[src/rtl/sitl_pkg.sv]
`default_nettype none
package sitl_pkg;

	localparam int DEF_TABLE_CAPACITY = 64;
	localparam int DEF_ID_BITS = 16;

	localparam int IN_ID_W = 17;
	localparam int STATUS_W = 3;
	localparam int SLOT_W = 7;

	localparam logic [STATUS_W-1:0] ST_HIT = 3'd0;
	localparam logic [STATUS_W-1:0] ST_INSERTED = 3'd1;
	localparam logic [STATUS_W-1:0] ST_ABSENT = 3'd2;
	localparam logic [STATUS_W-1:0] ST_INVALID = 3'd3;
	localparam logic [STATUS_W-1:0] ST_FULL = 3'd4;

	typedef struct packed {
		logic lt;
		logic eq;
		logic gt;
	} cmp_res_t;

endpackage
`default_nettype wire

[src/rtl/sitl_cmp.sv]
`default_nettype none
module sitl_cmp #(
	parameter int WIDTH = 16
) (
	input  wire logic [WIDTH-1:0] a,
	input  wire logic [WIDTH-1:0] b,
	output sitl_pkg::cmp_res_t    res
);
	import sitl_pkg::*;

	// shared magnitude compare, a against b
	always_comb begin
		res.lt = (a < b);
		res.eq = (a == b);
		res.gt = (a > b);
	end

endmodule
`default_nettype wire

[src/rtl/sitl_store.sv]
`default_nettype none
module sitl_store #(
	parameter int DEPTH = 64,
	parameter int WIDTH = 16,
	localparam int AW = (DEPTH > 1) ? $clog2(DEPTH) : 1
) (
	input  wire logic             clk,
	input  wire logic             we,
	input  wire logic [AW-1:0]    waddr,
	input  wire logic [WIDTH-1:0] wdata,
	input  wire logic             re,
	input  wire logic [AW-1:0]    raddr,
	output logic      [WIDTH-1:0] rdata
);

	logic [WIDTH-1:0] mem_q [DEPTH];

	always_ff @(posedge clk) begin
		if (we) begin
			mem_q[waddr] <= wdata;
		end
	end

	always_ff @(posedge clk) begin
		if (re) begin
			rdata <= mem_q[raddr];
		end
	end

endmodule
`default_nettype wire

[src/rtl/sitl_ctrl.sv]
`default_nettype none
module sitl_ctrl #(
	parameter int TABLE_CAPACITY = 64,
	parameter int ID_BITS = 16,
	localparam int AW = (TABLE_CAPACITY > 1) ? $clog2(TABLE_CAPACITY) : 1
) (
	input  wire logic                              clk,
	input  wire logic                              arst_n,
	input  wire logic                              start,
	output logic                                   busy,
	input  wire logic                              func,
	input  wire logic signed [sitl_pkg::IN_ID_W-1:0] image_id,
	output logic                                   done,
	output logic [sitl_pkg::STATUS_W-1:0]          status,
	output logic [sitl_pkg::SLOT_W-1:0]            slot,
	output logic [sitl_pkg::SLOT_W-1:0]            entry_total,
	output logic                                   mem_we,
	output logic [AW-1:0]                          mem_waddr,
	output logic [ID_BITS-1:0]                     mem_wdata,
	output logic                                   mem_re,
	output logic [AW-1:0]                          mem_raddr,
	input  wire logic [ID_BITS-1:0]                mem_rdata
);
	import sitl_pkg::*;

	localparam int CNT_W = $clog2(TABLE_CAPACITY + 1);
	localparam int CMP_W = (ID_BITS > CNT_W) ? ID_BITS : CNT_W;
	localparam logic [CNT_W-1:0] CAP = CNT_W'(TABLE_CAPACITY);

	localparam logic [3:0] S_IDLE  = 4'd0;
	localparam logic [3:0] S_PRE   = 4'd1;
	localparam logic [3:0] S_LOOK  = 4'd2;
	localparam logic [3:0] S_CMP   = 4'd3;
	localparam logic [3:0] S_SHIFT = 4'd4;
	localparam logic [3:0] S_INS   = 4'd5;
	localparam logic [3:0] S_DP    = 4'd6;
	localparam logic [3:0] S_DPC   = 4'd7;

	logic [3:0]         state_q;
	logic               func_q;
	logic [ID_BITS-1:0] id_q;
	logic [CNT_W-1:0]   lo_q, hi_q, mid_q, idx_q, dp_q, cnt_q;

	logic [IN_ID_W-1:0] raw;
	logic               id_ok, accept;
	logic [CNT_W:0]     mid_sum;
	logic [CNT_W-1:0]   mid, cnt_m1, idx_m1, idx_m2;
	logic               range_open, ins_ok;
	logic [CMP_W-1:0]   op_a, op_b;
	cmp_res_t           cmp;

	logic               emit;
	logic [STATUS_W-1:0] emit_status;
	logic [SLOT_W-1:0]  emit_slot;

	assign raw = image_id;
	assign id_ok = !raw[IN_ID_W-1] && ((raw >> ID_BITS) == '0);
	assign accept = start && (state_q == S_IDLE);
	assign busy = (state_q != S_IDLE);

	assign mid_sum = {1'b0, lo_q} + {1'b0, hi_q};
	assign mid = mid_sum[CNT_W:1];
	assign cnt_m1 = cnt_q - 1'b1;
	assign idx_m1 = idx_q - 1'b1;
	assign idx_m2 = idx_q - CNT_W'(2);
	assign range_open = (lo_q < hi_q);
	assign ins_ok = func_q && (cnt_q != CAP);

	always_comb begin
		unique case (state_q)
			S_PRE: begin
				op_a = CMP_W'(id_q);
				op_b = CMP_W'(dp_q);
			end
			S_DPC: begin
				op_a = CMP_W'(mem_rdata);
				op_b = CMP_W'(dp_q);
			end
			default: begin
				op_a = CMP_W'(id_q);
				op_b = CMP_W'(mem_rdata);
			end
		endcase
	end

	sitl_cmp #(
		.WIDTH(CMP_W)
	) u_cmp (
		.a  (op_a),
		.b  (op_b),
		.res(cmp)
	);

	always_comb begin
		mem_we = 1'b0;
		mem_waddr = lo_q[AW-1:0];
		mem_wdata = id_q;
		mem_re = 1'b0;
		mem_raddr = mid[AW-1:0];
		emit = 1'b0;
		emit_status = ST_HIT;
		emit_slot = SLOT_W'(lo_q);
		unique case (state_q)
			S_IDLE: begin
				if (accept && !id_ok) begin
					emit = 1'b1;
					emit_status = ST_INVALID;
					emit_slot = '0;
				end
			end
			S_PRE: begin
				if (cmp.lt) begin
					emit = 1'b1;
					emit_slot = SLOT_W'(id_q);
				end
			end
			S_LOOK: begin
				if (range_open) begin
					mem_re = 1'b1;
				end else if (!func_q) begin
					emit = 1'b1;
					emit_status = ST_ABSENT;
				end else if (cnt_q == CAP) begin
					emit = 1'b1;
					emit_status = ST_FULL;
				end else if (cnt_q > lo_q) begin
					mem_re = 1'b1;
					mem_raddr = cnt_m1[AW-1:0];
				end
			end
			S_CMP: begin
				if (cmp.eq) begin
					emit = 1'b1;
					emit_slot = SLOT_W'(mid_q);
				end
			end
			S_SHIFT: begin
				mem_we = 1'b1;
				mem_waddr = idx_q[AW-1:0];
				mem_wdata = mem_rdata;
				if (idx_m1 > lo_q) begin
					mem_re = 1'b1;
					mem_raddr = idx_m2[AW-1:0];
				end
			end
			S_INS: begin
				mem_we = 1'b1;
			end
			S_DP: begin
				if (dp_q < cnt_q) begin
					mem_re = 1'b1;
					mem_raddr = dp_q[AW-1:0];
				end else begin
					emit = 1'b1;
					emit_status = ST_INSERTED;
				end
			end
			S_DPC: begin
				if (!cmp.eq) begin
					emit = 1'b1;
					emit_status = ST_INSERTED;
				end
			end
			default: begin
			end
		endcase
	end

	always_ff @(posedge clk or negedge arst_n) begin
		if (!arst_n) begin
			state_q <= S_IDLE;
			cnt_q <= '0;
			dp_q <= '0;
			done <= 1'b0;
		end else begin
			done <= emit;
			unique case (state_q)
				S_IDLE: begin
					if (accept && id_ok) begin
						state_q <= S_PRE;
					end
				end
				S_PRE: begin
					state_q <= cmp.lt ? S_IDLE : S_LOOK;
				end
				S_LOOK: begin
					if (range_open) begin
						state_q <= S_CMP;
					end else if (!ins_ok) begin
						state_q <= S_IDLE;
					end else if (cnt_q > lo_q) begin
						state_q <= S_SHIFT;
					end else begin
						state_q <= S_INS;
					end
				end
				S_CMP: begin
					state_q <= cmp.eq ? S_IDLE : S_LOOK;
				end
				S_SHIFT: begin
					if (!(idx_m1 > lo_q)) begin
						state_q <= S_INS;
					end
				end
				S_INS: begin
					cnt_q <= cnt_q + 1'b1;
					state_q <= S_DP;
				end
				S_DP: begin
					state_q <= (dp_q < cnt_q) ? S_DPC : S_IDLE;
				end
				S_DPC: begin
					if (cmp.eq) begin
						dp_q <= dp_q + 1'b1;
						state_q <= S_DP;
					end else begin
						state_q <= S_IDLE;
					end
				end
				default: begin
					state_q <= S_IDLE;
				end
			endcase
		end
	end

	always_ff @(posedge clk) begin
		if (accept) begin
			func_q <= func;
			id_q <= ID_BITS'(raw[IN_ID_W-2:0]);
			lo_q <= dp_q;
			hi_q <= cnt_q;
		end
		if (state_q == S_LOOK) begin
			mid_q <= mid;
			idx_q <= cnt_q;
		end
		if (state_q == S_CMP) begin
			if (cmp.lt) begin
				hi_q <= mid_q;
			end else if (cmp.gt) begin
				lo_q <= mid_q + 1'b1;
			end
		end
		if (state_q == S_SHIFT) begin
			idx_q <= idx_m1;
		end
		if (emit) begin
			status <= emit_status;
			slot <= emit_slot;
			entry_total <= SLOT_W'(cnt_q);
		end
	end

	a_dp_le_cnt: assert property (@(posedge clk) disable iff (!arst_n)
		dp_q <= cnt_q)
		else $error("dense prefix beyond entry count");

	a_cnt_le_cap: assert property (@(posedge clk) disable iff (!arst_n)
		cnt_q <= CAP)
		else $error("entry count beyond capacity");

	a_shift_above_lo: assert property (@(posedge clk) disable iff (!arst_n)
		(state_q == S_SHIFT) |-> (idx_q > lo_q))
		else $error("shift ran below insertion point");

	a_ins_grows: assert property (@(posedge clk) disable iff (!arst_n)
		(state_q == S_INS) |=> (cnt_q == $past(cnt_q) + 1'b1))
		else $error("insert did not grow the table");

	a_port_clash: assert property (@(posedge clk) disable iff (!arst_n)
		(mem_we && mem_re) |-> (mem_waddr != mem_raddr))
		else $error("read and write at one address");

endmodule
`default_nettype wire

[src/rtl/sorted_id_table_lookup_insert.sv]
// Sorted id table with lookup and insert on miss. Pulse start while busy is low to
// issue one item; its single result appears on status, slot and entry_total for exactly one
// cycle with done high, and the receiver cannot hold it off. The search is paced by the one
// compare unit and the one read port of the table, one probe at a time: an invalid id is
// answered from idle, an id inside the dense prefix after one compare, and a search that
// hits or misses after a binary search of up to log2(capacity) + 1 probes. An insert
// shifts up each entry above the insertion point, writes the new id, then grows the dense
// prefix one step at a time while the entry at its end equals its index. The table needs no
// clearing after reset.
`default_nettype none
module sorted_id_table_lookup_insert #(
	parameter int TABLE_CAPACITY = sitl_pkg::DEF_TABLE_CAPACITY,
	parameter int ID_BITS = sitl_pkg::DEF_ID_BITS
) (
	input  wire logic                                clk,
	input  wire logic                                arst_n,
	input  wire logic                                start,
	output logic                                     busy,
	input  wire logic                                func,
	input  wire logic signed [sitl_pkg::IN_ID_W-1:0] image_id,
	output logic                                     done,
	output logic [sitl_pkg::STATUS_W-1:0]            status,
	output logic [sitl_pkg::SLOT_W-1:0]              slot,
	output logic [sitl_pkg::SLOT_W-1:0]              entry_total
);
	import sitl_pkg::*;

	localparam int AW = (TABLE_CAPACITY > 1) ? $clog2(TABLE_CAPACITY) : 1;

	logic               mem_we, mem_re;
	logic [AW-1:0]      mem_waddr, mem_raddr;
	logic [ID_BITS-1:0] mem_wdata, mem_rdata;

	sitl_ctrl #(
		.TABLE_CAPACITY(TABLE_CAPACITY),
		.ID_BITS       (ID_BITS)
	) u_ctrl (
		.clk        (clk),
		.arst_n     (arst_n),
		.start      (start),
		.busy       (busy),
		.func       (func),
		.image_id   (image_id),
		.done       (done),
		.status     (status),
		.slot       (slot),
		.entry_total(entry_total),
		.mem_we     (mem_we),
		.mem_waddr  (mem_waddr),
		.mem_wdata  (mem_wdata),
		.mem_re     (mem_re),
		.mem_raddr  (mem_raddr),
		.mem_rdata  (mem_rdata)
	);

	sitl_store #(
		.DEPTH(TABLE_CAPACITY),
		.WIDTH(ID_BITS)
	) u_store (
		.clk  (clk),
		.we   (mem_we),
		.waddr(mem_waddr),
		.wdata(mem_wdata),
		.re   (mem_re),
		.raddr(mem_raddr),
		.rdata(mem_rdata)
	);

endmodule
`default_nettype wire
[config.mk]
export PLATFORM = sky130hd
export DESIGN_NAME = sorted_id_table_lookup_insert
export DESIGN_NICKNAME = d
export VERILOG_FILES = /design/src/rtl/sitl_pkg.sv /design/src/rtl/sitl_cmp.sv /design/src/rtl/sitl_store.sv /design/src/rtl/sitl_ctrl.sv /design/src/rtl/sorted_id_table_lookup_insert.sv
export SDC_FILE = /design/constraint.sdc
export NUM_CORES = 2
export LEC_CHECK = 0
export ABC_AREA = 1
export BUFFER_PORTS_ARGS = -buffer_cell sky130_fd_sc_hd__buf_4
export CORE_AREA = 2 2 417 419
export DETAILED_ROUTE_END_ITERATION = 6
export DIE_AREA = 0 0 419 421
export GPL_ROUTABILITY_DRIVEN = 0
export PLACE_DENSITY = 0.48
export SYNTH_ARGS = -nofsm -noshare
export SYNTH_HDL_FRONTEND = slang
export SYNTH_SLANG_ARGS = --single-unit
[constraint.sdc]
create_clock -name clk -period 7.34 [get_ports clk]
set_clock_uncertainty 0.2 [all_clocks]
set_input_delay 0.734 -clock clk [delete_from_list [all_inputs] [get_ports clk]]
set_output_delay 0.734 -clock clk [all_outputs]
set_load 0.05 [all_outputs]
==> flow_summary.yaml <==
worst_setup_path:
  cpMostUsedCell: "nand2_1"
  slowest_stage: "buf_12"
  worst_setup_path_end_kind: "register"
  cp.buffers_inverters: 3
  slowest_delay_ns: 0.53
  cp_max_fo: 119
  cp-start-kind: "register"
  path_class: "register to register"
  critPathTopFamily: "simple AND/OR/NAND/NOR gates"
  reg2reg_slack_ns: 1.04
  cp.arrival_ns: 6.55
  worst_ep_required_time_ns: 7.59
logic_synthesis:
  syn-num-nets: 4851
  synth_cell_types: 47
  synth-edff-count: 1088
  ys_seq_area_frac: 0.651
  async_flop_share: 0.0161
  ys.flop_type: "edfxtp_1"
  avgSynthCellArea_sq_um: 10.7
  synth_area_sq_um: 51300
  ys_ff_latch: 1120
  yosysWarnings: 0
  syn_inst: 4774
status:
  status: "finished, final reports clean"
finish:
  drive_above_1_share: 0.0784
  fin_cells: 7210
  area_delta_synth_final_pct: 14.1
  nNetsFinal: 4861
  largestRegisters: "u_store.mem_q x1024, u_ctrl.id_q x16, u_store.rdata x16"
  mostFrequentLayoutCells: "edfxtp_1 (1088), nand3_1 (1085), nand2_1 (823), inv_1 (711), nand3b_1 (369)"
  regMostFlops: "u_store.mem_q"
  largest_reg_flops: 1024
  layout_commonest_cell: "edfxtp_1"
die:
  io_pins: 40
  num_rows: 153
  core_area_sq_um: 172000
  die_h_microns: 421
  die_w_microns: 419
  initial_core_util: 0.297
  die-area_sq_um: 176000
detailed_routing:
  routed_wl_microns: 159000
  vias_per_cell: 4.86
  wire_per_inst_microns: 22.1
  ant_nets: 0
  vias: 35060
  drtPass1Iterations: 5
  drc: 0
  drtIter0Drc: 3583
flow_run:
  max_cap_violations: 0
sta:
  relSlewSlack: 0.0720
  slew_violations: 0
  max_freq_mhz: 159
  finalCritPeriodShare: 0.858
  setup_tns_ns: 0
  finalHoldViolCount: 0
  setup_violations: 0
  whs_ns: 0.161
  rsz0062_at_grt: "no"
  fin_crit_ns: 6.30
  worst_slew_pin_slew_ns: 1.38
global_routing:
  grt_pass1_vias: 33410
  grt_pass1_wl_microns: 234000
  grt_antenna_before_repair: 4
  grt_remaining_overflow: 0
  grt_max_degree: 164
  track_usage: 0.177
hold_path:
  hold_path.class: "primary input to register"
clocking:
  clock-sinks: 1120
  worstSkewPairLatency_ns: 0.75
  clk_pin_slew_worst_paths_ns: 0.06
  clockBufferDepth: 3
  numCtsBuffers: 121
  post_cts_resized: 0
  cts_tree: "done"
  htreeDepth: 3
  cts-root-buf: "clkbuf_16"
placement:
  placed_cells: 6968
  hpwl_microns: 86400
  port_buffers: 39
-- per-layer routing --
metal  vias up  global-route usage  part of all wire
met4         0              0.0562             0.032
li1      16345                   -                 -
met2      1056               0.283              0.46
met3       251              0.0252             0.057
met1     17408               0.247              0.45
met5         -                   0                 0
-- logic make-up (layout without fill, tap and decap cells) --
logic type	Yosys count	count (layout)	synth area share
DFF	1120	1120	0.651
adders and majority gates	56	56	0.0138
muxes	1	1	0.000195
AOI/OAI and AO/OA	136	136	0.0154
and+or+nand+nor	2427	2427	0.234
other	0	2	0
buffers and inverters	1004	1113	0.0802
xor gates and xnor gates	30	30	0.00512
-- cell type report --
cell class              instances  area (sq um)
multi-input cells            2650         14100
well taps                    2325          2910
diodes                          2          5.00
fillers                     17240        114000
inverters                     721          2720
clock inverters                74           822
flip-flops and latches       1120         33400
repair buffers                170          1470
clock buffers                 148          3150
-- synth_stat cells, drive strengths merged (2+ instances only) --
master	instances	area [sq um]
a21o	2	15.0
nand3b	369	2770
ha	55	688
a21oi	32	171
nand3	1090	5480
nand2	827	3110
or2	2	12.5
clkinv	2	7.51
clkbuf	80	300
a31oi	5	31.3
nor4	3	18.8
nor2	105	425
nor3	18	90.1
o21ai	75	375
dfxtp	14	280
xor2	27	236
xnor2	3	26.3
buf	203	1110
o211ai	6	45.0
o221ai	8	70.1
o21bai	2	15.0
inv	719	2700
nand4	12	90.1
dfrtp	18	450
edfxtp	1088	32700
-- final timing paths --
| kind | from | to | cells past startpoint |
|---|---|---|---|
| min reg2reg | u_ctrl.hi_q[0] | u_ctrl.hi_q[0] | 2 |
| min | image_id[16] | u_ctrl.state_q[0] | 4 |
| max in group asynchronous | arst_n | u_ctrl.cnt_q[0] | 2 |
| max | u_ctrl.idx_q[1] | u_store.rdata[8] | 25 |
| min in group asynchronous | arst_n | u_ctrl.state_q[2] | 2 |
| max reg2reg | u_ctrl.idx_q[1] | u_store.rdata[8] | 25 |
-- what timing repair did --
item / in CTS / in global routing
endpoints found under the hold margin: 35 / 0
buffers inserted: 0 / 0
hold buffers: 18 / 0
-- tightest hold or removal path, cell delays in order --
cell and delay, ns:
buf_4 0.10, nor2_1 0.04, o21ai_0 0.13, a31oi_1 0.05
-- through the flow --
step | worst slack [ns] | cell area [sq um] | utilization
final | 1.04 | 58500 | 0.339
after global routing | 0.657 | 58500 | 0.339
after CTS | 1.12 | 58500 | 0.339
after detailed placement | 1.13 | 54400 | 0.315
after global placement | 1.04 | 54400 | 0.315
after floorplan | 2.47 | 51300 | -
Power is not shown: default switching activity piles up to over one toggle a cycle in this logic, so the estimate is an artifact.
